### config.mk
export PLATFORM = sky130hd
export DESIGN_NAME = idle_timeout_frame_receiver_top_flat
export DESIGN_NICKNAME = d
export VERILOG_FILES = /design/src/design/itfr_pkg.sv /design/src/design/itfr_if.sv /design/src/design/idle_timeout_frame_receiver_top.sv /design/src/flat_wrapper.sv
export SDC_FILE = /design/constraint.sdc
export NUM_CORES = 1
export LEC_CHECK = 0
export ABC_AREA = 1
export BUFFER_PORTS_ARGS = -buffer_cell sky130_fd_sc_hd__buf_2
export CAP_MARGIN = 20
export CORE_UTILIZATION = 60
export CTS_CLUSTER_SIZE = 10
export DETAILED_ROUTE_END_ITERATION = 6
export PLACE_DENSITY = 0.77
export SLEW_MARGIN = 20
export SYNTH_ARGS = -nofsm -noshare
export SYNTH_HDL_FRONTEND = slang
export SYNTH_SLANG_ARGS = --single-unit
### constraint.sdc
create_clock -name clk -period 2.8 [get_ports clk]
set_input_delay 0.28 -clock clk [delete_from_list [all_inputs] [get_ports clk]]
set_output_delay 0.28 -clock clk [all_outputs]
set_load 0.03 [all_outputs]
### src/design/itfr_pkg.sv
// Package for the idle-timeout frame receiver.
// Holds the word opcodes, the controller state type and the register reset value.
// No dependencies; every other file of the block depends on it.
package itfr_pkg;

	// Kind of word on the receive channel.
	typedef enum logic {
		OP_BYTE = 1'b0,
		OP_TICK = 1'b1
	} opcode_t;

	// Controller states: taking words, or reading a closed frame out of the store.
	typedef enum logic {
		ST_IDLE  = 1'b0,
		ST_DRAIN = 1'b1
	} state_t;

	localparam logic [7:0] IDLE_LIMIT_RESET = 8'd10;

endpackage : itfr_pkg

### src/design/itfr_if.sv
// Channel interfaces of the idle-timeout frame receiver.
// itfr_in_if carries received bytes and ticks, itfr_out_if carries frame bytes.
// Depends on itfr_pkg for the opcode type.
interface itfr_in_if;
	logic              valid;
	logic              ready;
	itfr_pkg::opcode_t opcode;
	logic [7:0]        rx_byte;

	modport source (output valid, output opcode, output rx_byte, input ready);
	modport sink   (input valid, input opcode, input rx_byte, output ready);
endinterface : itfr_in_if

interface itfr_out_if;
	logic       valid;
	logic       ready;
	logic [7:0] frame_byte;
	logic       frame_last;

	modport source (output valid, output frame_byte, output frame_last, input ready);
	modport sink   (input valid, input frame_byte, input frame_last, output ready);
endinterface : itfr_out_if

### src/design/idle_timeout_frame_receiver_top.sv
// Idle-timeout frame receiver: received bytes are written into a frame store, and
// periodic tick words watch the line. A tick that finds new bytes since the last
// tick restarts the idle count; a tick that finds none raises it, and once the
// count exceeds idle_limit the buffered frame is sent out on frame_out in arrival
// order, frame_last marking the final byte. Should the count of stored bytes pass
// BUFFER_DEPTH - GUARD_MARGIN, the partial frame is silently dropped. A byte word
// or a tick word that closes no frame keeps rx_in.ready high, and a new word is
// taken in the very next cycle. A tick that closes a frame holds rx_in.ready low
// until the frame is read, one read per cycle through the store's single read port
// while frame_out does not stall. The last byte or two of a frame may still sit in
// the read and output registers when rx_in.ready returns. idle_limit resets to 10;
// the user must write it through cfg_we / cfg_wdata only while the block is idle,
// which the block does not enforce. A value of 255 never closes a frame. The frame
// store needs no clearing after reset: a frame only reads entries written for it.
module idle_timeout_frame_receiver_top #(
	parameter int BUFFER_DEPTH = 64,
	parameter int GUARD_MARGIN = 10
) (
	input  logic            clk,
	input  logic            arst_n,
	itfr_in_if.sink         rx_in,
	itfr_out_if.source      frame_out,
	input  logic            cfg_we,
	input  logic [7:0]      cfg_wdata
);
	import itfr_pkg::*;

	// The count never exceeds the fill limit, which is below the depth, so the
	// store address width also holds every count value.
	localparam int CNT_W      = $clog2(BUFFER_DEPTH);
	localparam int FILL_LIMIT = BUFFER_DEPTH - GUARD_MARGIN;

	// Frame store: one write port for received bytes, one registered read port.
	logic [7:0]       frame_store [BUFFER_DEPTH];

	// Receive-side state.
	logic [CNT_W-1:0] byte_count_q;
	logic [CNT_W-1:0] last_seen_q;
	logic [7:0]       idle_ticks_q;
	logic [7:0]       idle_limit_q;

	// Drain sequencer and read pipeline.
	state_t           state_q;
	state_t           state_next;
	logic [CNT_W-1:0] rd_addr_q;
	logic             rd_valid_s1;
	logic             rd_last_s1;
	logic [7:0]       rd_data_s1;

	// Output register in front of frame_out.
	logic             out_valid_q;
	logic [7:0]       out_byte_q;
	logic             out_last_q;

	logic             in_ready;
	logic             drain_active;
	logic             word_taken;
	logic             byte_taken;
	logic             tick_taken;
	logic [CNT_W:0]   count_inc;
	logic             count_overflow;
	logic [7:0]       idle_inc;
	logic             frame_close;
	logic [CNT_W-1:0] last_idx;
	logic             rd_issue;
	logic             rd_final;
	logic             s1_move;

	// Words are accepted only while no frame is being read out, so the store
	// never sees a write and a read of the same entry in one cycle.
	assign word_taken = rx_in.valid && in_ready;
	assign byte_taken = word_taken && (rx_in.opcode == OP_BYTE);
	assign tick_taken = word_taken && (rx_in.opcode == OP_TICK);

	assign count_inc      = {1'b0, byte_count_q} + (CNT_W + 1)'(1);
	assign count_overflow = count_inc > (CNT_W + 1)'(FILL_LIMIT);

	// The idle counter wraps at 256, so with a limit of 255 it never closes a frame.
	assign idle_inc    = idle_ticks_q + 8'd1;
	assign frame_close = tick_taken && (byte_count_q != '0) &&
	                     (byte_count_q == last_seen_q) && (idle_inc > idle_limit_q);

	// The frame length is the recorded count, which stays put during the drain.
	assign last_idx = last_seen_q - CNT_W'(1);
	assign rd_final = (rd_addr_q == last_idx);

	// A read may issue when the read stage is empty or hands its byte on this cycle.
	assign s1_move  = rd_valid_s1 && (!out_valid_q || frame_out.ready);
	assign rd_issue = drain_active && (!rd_valid_s1 || s1_move);

	// Next-state logic of the drain sequencer.
	always_comb begin
		state_next = state_q;
		unique case (state_q)
			ST_IDLE: begin
				if (frame_close) begin
					state_next = ST_DRAIN;
				end
			end
			ST_DRAIN: begin
				if (rd_issue && rd_final) begin
					state_next = ST_IDLE;
				end
			end
			default: state_next = ST_IDLE;
		endcase
	end

	// Output decode of the drain sequencer.
	always_comb begin
		in_ready     = 1'b0;
		drain_active = 1'b0;
		unique case (state_q)
			ST_IDLE:  in_ready     = 1'b1;
			ST_DRAIN: drain_active = 1'b1;
			default: begin
				in_ready     = 1'b0;
				drain_active = 1'b0;
			end
		endcase
	end

	always_ff @(posedge clk or negedge arst_n) begin
		if (!arst_n) begin
			state_q <= ST_IDLE;
		end else begin
			state_q <= state_next;
		end
	end

	// Configuration register.
	always_ff @(posedge clk or negedge arst_n) begin
		if (!arst_n) begin
			idle_limit_q <= IDLE_LIMIT_RESET;
		end else if (cfg_we) begin
			idle_limit_q <= cfg_wdata;
		end
	end

	// Byte count, recorded count and idle counter.
	always_ff @(posedge clk or negedge arst_n) begin
		if (!arst_n) begin
			byte_count_q <= '0;
			last_seen_q  <= '0;
			idle_ticks_q <= '0;
		end else if (byte_taken) begin
			// Passing the fill limit throws the partial frame away.
			if (count_overflow) begin
				byte_count_q <= '0;
			end else begin
				byte_count_q <= count_inc[CNT_W-1:0];
			end
		end else if (tick_taken && (byte_count_q != '0)) begin
			if (byte_count_q != last_seen_q) begin
				last_seen_q  <= byte_count_q;
				idle_ticks_q <= '0;
			end else if (idle_inc > idle_limit_q) begin
				// The recorded count is kept; it sets the length of the drain.
				byte_count_q <= '0;
				idle_ticks_q <= '0;
			end else begin
				idle_ticks_q <= idle_inc;
			end
		end
	end

	// Frame store write and read ports.
	always_ff @(posedge clk) begin
		if (byte_taken) begin
			frame_store[byte_count_q] <= rx_in.rx_byte;
		end
		if (rd_issue) begin
			rd_data_s1 <= frame_store[rd_addr_q];
		end
	end

	// Read address walks the frame from entry zero.
	always_ff @(posedge clk or negedge arst_n) begin
		if (!arst_n) begin
			rd_addr_q <= '0;
		end else if (frame_close) begin
			rd_addr_q <= '0;
		end else if (rd_issue) begin
			rd_addr_q <= rd_addr_q + CNT_W'(1);
		end
	end

	always_ff @(posedge clk or negedge arst_n) begin
		if (!arst_n) begin
			rd_valid_s1 <= 1'b0;
		end else if (rd_issue) begin
			rd_valid_s1 <= 1'b1;
		end else if (s1_move) begin
			rd_valid_s1 <= 1'b0;
		end
	end

	always_ff @(posedge clk) begin
		if (rd_issue) begin
			rd_last_s1 <= rd_final;
		end
	end

	// Output register.
	always_ff @(posedge clk or negedge arst_n) begin
		if (!arst_n) begin
			out_valid_q <= 1'b0;
		end else if (s1_move) begin
			out_valid_q <= 1'b1;
		end else if (frame_out.ready) begin
			out_valid_q <= 1'b0;
		end
	end

	always_ff @(posedge clk) begin
		if (s1_move) begin
			out_byte_q <= rd_data_s1;
			out_last_q <= rd_last_s1;
		end
	end

	assign rx_in.ready          = in_ready;
	assign frame_out.valid      = out_valid_q;
	assign frame_out.frame_byte = out_byte_q;
	assign frame_out.frame_last = out_last_q;

endmodule : idle_timeout_frame_receiver_top

### src/flat_wrapper.sv
// flat-port wrapper written by rule: the top's interface ports become plain ports
module idle_timeout_frame_receiver_top_flat import itfr_pkg::*;
#(
	parameter int BUFFER_DEPTH = 64,
	parameter int GUARD_MARGIN = 10
)
  (clk, arst_n, cfg_we, cfg_wdata, rx_in_valid, rx_in_opcode, rx_in_rx_byte, rx_in_ready, frame_out_valid, frame_out_frame_byte, frame_out_frame_last, frame_out_ready);
  itfr_in_if rx_in_i ();
  itfr_out_if frame_out_i ();
  input  logic clk;
  input  logic arst_n;
  input  logic cfg_we;
  input  logic [7:0] cfg_wdata;
  input wire logic [$bits(rx_in_i.valid)-1:0] rx_in_valid;
  input wire logic [$bits(rx_in_i.opcode)-1:0] rx_in_opcode;
  input wire logic [$bits(rx_in_i.rx_byte)-1:0] rx_in_rx_byte;
  output wire logic [$bits(rx_in_i.ready)-1:0] rx_in_ready;
  output wire logic [$bits(frame_out_i.valid)-1:0] frame_out_valid;
  output wire logic [$bits(frame_out_i.frame_byte)-1:0] frame_out_frame_byte;
  output wire logic [$bits(frame_out_i.frame_last)-1:0] frame_out_frame_last;
  input wire logic [$bits(frame_out_i.ready)-1:0] frame_out_ready;
  assign rx_in_i.valid = rx_in_valid;
  assign rx_in_i.opcode = rx_in_opcode;
  assign rx_in_i.rx_byte = rx_in_rx_byte;
  assign rx_in_ready = rx_in_i.ready;
  assign frame_out_valid = frame_out_i.valid;
  assign frame_out_frame_byte = frame_out_i.frame_byte;
  assign frame_out_frame_last = frame_out_i.frame_last;
  assign frame_out_i.ready = frame_out_ready;
  idle_timeout_frame_receiver_top #(.BUFFER_DEPTH(BUFFER_DEPTH), .GUARD_MARGIN(GUARD_MARGIN)) u_core (.clk(clk), .arst_n(arst_n), .rx_in(rx_in_i), .frame_out(frame_out_i), .cfg_we(cfg_we), .cfg_wdata(cfg_wdata));
endmodule
==> impl_metrics.tcl, run 1 <==
set metrics [dict create \
    cp.required_ns 3.13 \
    portBuffers 32 \
    final_cell_mix "nand2_1, edfxtp_1, nand3_1, inv_1, nor2_1" \
    clockBufferDepth 3 \
    powerDensity_mw_per_mm2 918 \
    hpwlAfterDp_um 35400 \
    dr.first_iter.drc_count 2167 \
    clock_latency_ns 0.59 \
    wl_per_cell_um 20.0 \
    fin_tns_setup_ns 0 \
    worstSetupEndpointType "flip-flop" \
    finalMaxSlewViolations 0 \
    cts_buffers 67 \
    grt_usage 0.291 \
    ir_worst_vdd_v 0.000607 \
    layout_commonest_cell "nand2_1" \
    rsz0062_at_grt "false" \
    syn-cell-area_mm2 0.0246 \
    ctsHoldBuffers 10 \
    r2r_setup_slack_ns 0.28 \
    setup_viol 0 \
    drt-total-wl_um 59300 \
    path_cells "inv_6 -> buf_12 -> nand2_1 -> nand3_1 -> a21oi_1 -> nor2_1 -> nand2_1 -> nand3_1 -> nand2_1" \
    hp-class "in2reg" \
    die_w_um 205 \
    failed_checks "DRC" \
    outcome "complete, but fails checks" \
    ys_async_sr_fraction 0.0653 \
    post_synth.cell_area_avg_um2 10.6 \
    grt_pass1_wl_um 91800 \
    antenna_found_initial 0 \
    viasPerCell 5.75 \
    path_max_fanout 61 \
    htree_levels 3 \
    yosysSeqAreaShare 0.684 \
    reg2reg_from "u_core.rd_addr_q[0]$_DFFE_PN0P_" \
    cts_resized 0 \
    start_util 0.614 \
    worstSetupPathType "reg2reg" \
    gp_congestion 0.892 \
    cap_violations 0 \
    r2r_end "u_core.rd_data_s1[5]$_DFFE_PP_" \
    drive_gt1_frac 0.104 \
    crit_family "simple AND/OR/NAND/NOR gates" \
    dieArea_mm2 0.0419 \
    ff2ff_path_depth 9 \
    p_leak_nw 11.2 \
    syn_to_final_growth_pct 12.2 \
    cts_root_buf "clkbuf_16" \
    clock_sinks 567 \
    coreArea_mm2 0.0401 \
    fp-row-count 73 \
    hold_viol 0 \
    fin_util 0.689 \
    vias 17100 \
    cts_setup_buffers 0 \
    slowest_delay_ns 0.59 \
    worstSetupStartpoint "u_core.rd_addr_q[0]$_DFFE_PN0P_" \
    worst-path-buf-inv 2 \
    ys_warn_count 0 \
    synth_cell_types 39 \
    first_pass_iters 7 \
    path_depth 9 \
    tritoncts "yes" \
    slew_headroom 0.381 \
    period_minus_slack_ns 2.52 \
    path_clk_slew_ns 0.05 \
    crit_path_start_kind "flip-flop" \
    tightest_slew_ns 0.929 \
    crit_arrival_ns 2.85 \
    skew_ns 0.0292 \
    fmax_mhz 397 \
    antenna_left 0 \
    overflow 0 \
    nets 2460 \
    synth_edf_count 530 \
    die_y_um 205 \
    crit_path_frequent_cell "nand2_1" \
    synth_flop_cell "edfxtp_1" \
    crit_slowest_cell "dfrtp_4" \
    grt_pass1_vias 16500 \
    num_antenna_cells 0 \
    syn_inst 2322 \
    critPathCapture "u_core.rd_data_s1[5]$_DFFE_PP_" \
    yosys_register_bits 567 \
    drc_errors 2 \
    synth_nets 2358 \
    grt_max_degree 115 \
    io_pins 33 \
    fin_crit_sh 0.899 \
]
how the worst min path moves through the flow:
stage / slack, ns / endpoint / cells past startpoint / from
2_1_floorplan: -0.02 / u_core.byte_count_q[0]$_DFFE_PN0P_ / 0 / arst_n
3_3_place_gp: 0.40 / u_core.frame_out.frame_last$_DFFE_PP_ / 0 / u_core.rd_last_s1$_DFFE_PP_
3_5_place_dp: 0.41 / u_core.frame_out.frame_last$_DFFE_PP_ / 0 / u_core.rd_last_s1$_DFFE_PP_
4_1_cts: 0.03 / u_core.idle_limit_q[1]$_DFFE_PN1P_ / 3 / cfg_we
5_1_grt: 0.08 / u_core.idle_limit_q[3]$_DFFE_PN1P_ / 3 / cfg_we
6_report: 0.03 / u_core.idle_limit_q[1]$_DFFE_PN1P_ / 3 / cfg_we
cells by family after synthesis:
family,Yosys count,share of synthesized area
AOI/OAI and AO/OA,102,0.0244
xor gates and xnor gates,13,0.00462
adders and majority gates,14,0.00711
buffers and inverters,330,0.0609
DFF,567,0.684
muxes,1,0.000457
and+or+nand+nor,1295,0.219
report_power, final:
part / internal, mW / total (mW) / leakage, nW / switching (mW)
Clock: 4.38 / 7.53 / 0.889 / 3.15
Sequential: 9.67 / 9.98 / 5.24 / 0.310
Combinational: 2.27 / 7.88 / 5.04 / 5.61
worst register-to-register path, cell delays in order (launching register included):
cell and delay, ns:
dfrtp_4 0.59, inv_6 0.40, buf_12 0.37, nand2_1 0.14, nand3_1 0.09, a21oi_1 0.10, nor2_1 0.23, nand2_1 0.13
nand3_1 0.14, nand2_1 0.07
through the flow:
stage          instances  instance area, um^2  hold slack (ns)  worst slack [ns]  total power, mW
2_1_floorplan       2322                24600          -0.0156             0.645             15.8
3_3_place_gp        2870                25700            0.404             0.436             17.6
3_5_place_dp        2870                25700            0.408             0.390             17.8
4_1_cts             2969                27600           0.0271             0.345             25.3
5_1_grt             2969                27600           0.0801             0.190             26.6
6_report            2969                27600           0.0315             0.284             25.4
flip-flops by register name, indices dropped and copies added, names as in the netlist:
signal,count
u_core.frame_store,512
u_core.last_seen_q,6
u_core.byte_count_q,6
u_core.idle_ticks_q,8
u_core.idle_limit_q,8
u_core.rd_addr_q,6
u_core.frame_out.frame_last,1
u_core.frame_out.frame_byte,8
u_core.state_q,1
u_core.rd_valid_s1,1
u_core.rd_last_s1,1
u_core.rd_data_s1,8
u_core.frame_out.valid,1
synth_stat cells, types with 2 or more instances:
cell        n  share of area
nand2_1   798           0.12
edfxtp_1  530           0.65
nand3_1   305          0.062
inv_1     203          0.031
nor2_1    164          0.025
buf_2      64          0.013
a21oi_1    38         0.0077
dfrtp_1    35          0.036
o21ai_0    26         0.0053
o211ai_1   24         0.0073
buf_6      16         0.0073
buf_4      14         0.0043
ha_1       14         0.0071
clkbuf_1   12         0.0018
xor2_1     10         0.0036
inv_2       8         0.0012
nor2_2      8         0.0020
buf_1       7         0.0011
o21ai_1     6         0.0012
nand2_2     5         0.0013
nand4_1     4         0.0010
o21ai_2     4         0.0014
clkinv_1    3        0.00046
xnor2_1     3         0.0011
dfstp_2     2         0.0021
inv_4       2        0.00051
nand3_2     2        0.00081
nand3_4     2         0.0014
nor2_4      2        0.00091
o22ai_1     2        0.00051
final cells by class:
class                   instances  area, um^2
well taps                     525         657
multi-input cells            1425        6290
inverters                     217         828
fillers                      2818       12500
flip-flops and latches        567       16900
repair buffers                146        1190
clock inverters                 8        72.6
clock buffers                  81        1750
layer usage:
layer / share of wire / vias up / track usage
met5: 0 / - / 0
met4: 0.031 / 0 / 0.105
met3: 0.10 / 124 / 0.0541
met2: 0.47 / 978 / 0.463
met1: 0.40 / 8082 / 0.403
li1: - / 7897 / -
(Power assumes the default switching activity.)
==> run 2, diff against run 1 <==
Settings changed: CORE_UTILIZATION 60 to 57.
Clock period 2.8 ns to 2.22 ns, I/O delays scaled along.
==> run 2 against run 1 <==
The flow finishes with violations (setup timing). Via count increased by 1.1%. Core utilization decreased by 2.0 points. Total power increased by 30%. Critical endpoint is now u_core.byte_count_q[4]$_DFFE_PN0P_. Largest cell class unchanged. Die area increased by 5.2%. Largest power group unchanged. Sequential power increased by 26%. Wire length increased by 2.7%.
==> impl_metrics.tcl, run 2 (synthesis gave the netlist of run 1 again) <==
set metrics [dict create \
    fin_crit_sh 1.03 \
    powerDensity_mw_per_mm2 1170 \
    placed_area_mm2 0.0261 \
    crit_arrival_ns 2.75 \
    viasPerCell 5.64 \
    antenna_found_initial 0 \
    failed_checks "setup timing" \
    slew_headroom 0.432 \
    dr.first_iter.drc_count 1942 \
    period_minus_slack_ns 2.28 \
    clock_latency_ns 0.59 \
    switchingPower_mw 11.8 \
    hpwlAfterDp_um 36400 \
    layout_commonest_cell "nand2_1" \
    hp-class "in2reg" \
    nets 2500 \
    tightest_slew_ns 0.852 \
    grt_usage 0.282 \
    io_pins 33 \
    setup_viol 19 \
    regMostFlops "u_core.frame_store" \
    crit_path_start_kind "flip-flop" \
    skew_ns 0.0221 \
    worstSetupPathType "reg2reg" \
    dp_slack_ns -0.160 \
    htree_levels 3 \
    cap_violations 0 \
    vias 17300 \
    first_pass_iters 5 \
    rsz0062_at_grt "true" \
    cts_root_buf "clkbuf_16" \
    portBuffers 32 \
    cts_buffers 67 \
    outcome "complete, but fails checks" \
    grt_max_degree 78 \
    dieArea_mm2 0.0441 \
    clockPowerShare 0.294 \
    fin_util 0.670 \
    drive_gt1_frac 0.123 \
    grt_pass1_vias 17000 \
    overflow 0 \
    grt_pass1_wl_um 93200 \
    final_area_mm2 0.0283 \
    clock_sinks 567 \
    ir_worst_vdd_v 0.000775 \
    drc_errors 0 \
    gp_congestion 0.868 \
    path_max_fanout 6 \
    fill_cells 3008 \
    pwr-share-comb 0.326 \
    finalMaxSlewViolations 0 \
    worstSetupEndpointType "flip-flop" \
    fmax_mhz 438 \
    swShare 0.356 \
    drt-total-wl_um 60900 \
    clockBufferDepth 3 \
    coreArea_mm2 0.0423 \
    p_leak_nw 11.5 \
    tritoncts "yes" \
    final_cell_mix "nand2_1, edfxtp_1, nand3_1, inv_1, nor2_1" \
    syn_to_final_growth_pct 15.1 \
    largest_reg_flops 512 \
    internal-power_mw 21.3 \
    wl_per_cell_um 19.9 \
    cp.required_ns 2.69 \
    fin_tns_setup_ns -0.717 \
    antenna_left 0 \
    start_util 0.582 \
    p_total_mw 33.1 \
    num_antenna_cells 0 \
    layout_setup_ws_ns -0.0648 \
    die_y_um 210 \
    fp-row-count 75 \
    path_clk_slew_ns 0.06 \
    die_w_um 210 \
    hold_viol 0 \
    seq_power_share 0.380 \
]
-- run 2: cell types whose count changed in the layout (fill, tap and decap cells not counted), sizes merged --
cell | before | now
clkinv | 6 | 5
inv | 219 | 217
buf | 136 | 166
clkinvlp | 0 | 1
clkbuf | 81 | 87
nand2 | 804 | 805
dlygate4sd3 | 10 | 18
-- run 2: worst paths after layout --
| path | start | end | slack (ns) | cells past startpoint |
|---|---|---|---|---|
| worst max-delay path | u_core.idle_ticks_q[0]$_DFFE_PN0P_ | u_core.byte_count_q[4]$_DFFE_PN0P_ | -0.06 | 14 |
| worst min-delay path | cfg_we | u_core.idle_limit_q[6]$_DFFE_PN0P_ | 0.03 | 3 |
| worst max register to register | u_core.idle_ticks_q[0]$_DFFE_PN0P_ | u_core.byte_count_q[4]$_DFFE_PN0P_ | -0.06 | 14 |
| worst min register to register | u_core.rd_data_s1[0]$_DFFE_PP_ | u_core.frame_out.frame_byte[0]$_DFFE_PP_ | 0.45 | 0 |
| max in group asynchronous | arst_n | u_core.rd_addr_q[0]$_DFFE_PN0P_ | 1.29 | 2 |
| min in group asynchronous | arst_n | u_core.rd_valid_s1$_DFFE_PN0P_ | 0.30 | 2 |
-- run 2: per-layer routing --
layer,wire (um),vias to the layer above,global-route usage
li1,-,7987,-
met1,23300,8220,0.367
met2,28700,912,0.452
met3,6330,156,0.0624
met4,2560,0,0.134
met5,0,-,0
-- run 2: per-stage QoR --
step / hold slack (ns) / std cells
6_report: 0.0283 / 3064
5_1_grt: 0.0384 / 3064
3_5_place_dp: 0.376 / 2949
3_3_place_gp: 0.364 / 2949
4_1_cts: 0.00687 / 3062
2_1_floorplan: -0.0736 / 2322
-- run 2: worst max-delay path, stage by stage (launching register included) --
cell and delay, ns:
dfrtp_1 0.40, ha_2 0.22, nand3_2 0.08, nand3b_1 0.17
xor2_1 0.14, inv_1 0.09, ha_4 0.27, nand2_1 0.06
a21oi_2 0.13, nor2_2 0.06, a21oi_4 0.17, buf_12 0.15
nand2_8 0.09, nand3_2 0.09, nand2_1 0.05
-- run 2: area by class of cell --
class,count,area [um^2],share of cell area
clock buffers,86,1820,0.0643
clock inverters,6,65.1,0.00230
repair buffers,185,1650,0.0583
inverters,217,832,0.0294
flip-flops and latches,567,16900,0.594
well taps,577,722,0.0255
multi-input cells,1426,6400,0.226
-- run 2: power groups by stage --
stage / sequential [mW] / combinational [mW] / clock (mW)
floorplan: 12.6 / 7.26 / 0
global placement: 12.7 / 10.1 / 0
detailed placement: 12.8 / 10.4 / 0
CTS: 12.6 / 10.5 / 9.82
global route: 12.6 / 11.8 / 10.2
finish: 12.6 / 10.8 / 9.72
-- run 2: timing repair --
action	in CTS	in global routing
endpoints found under the hold margin	45	0
buffers inserted	2	1
pin swaps	7	5
cloned	1	1
endpoints found under the setup margin	20	23
gates resized for setup	14	10
hold buffers	18	0
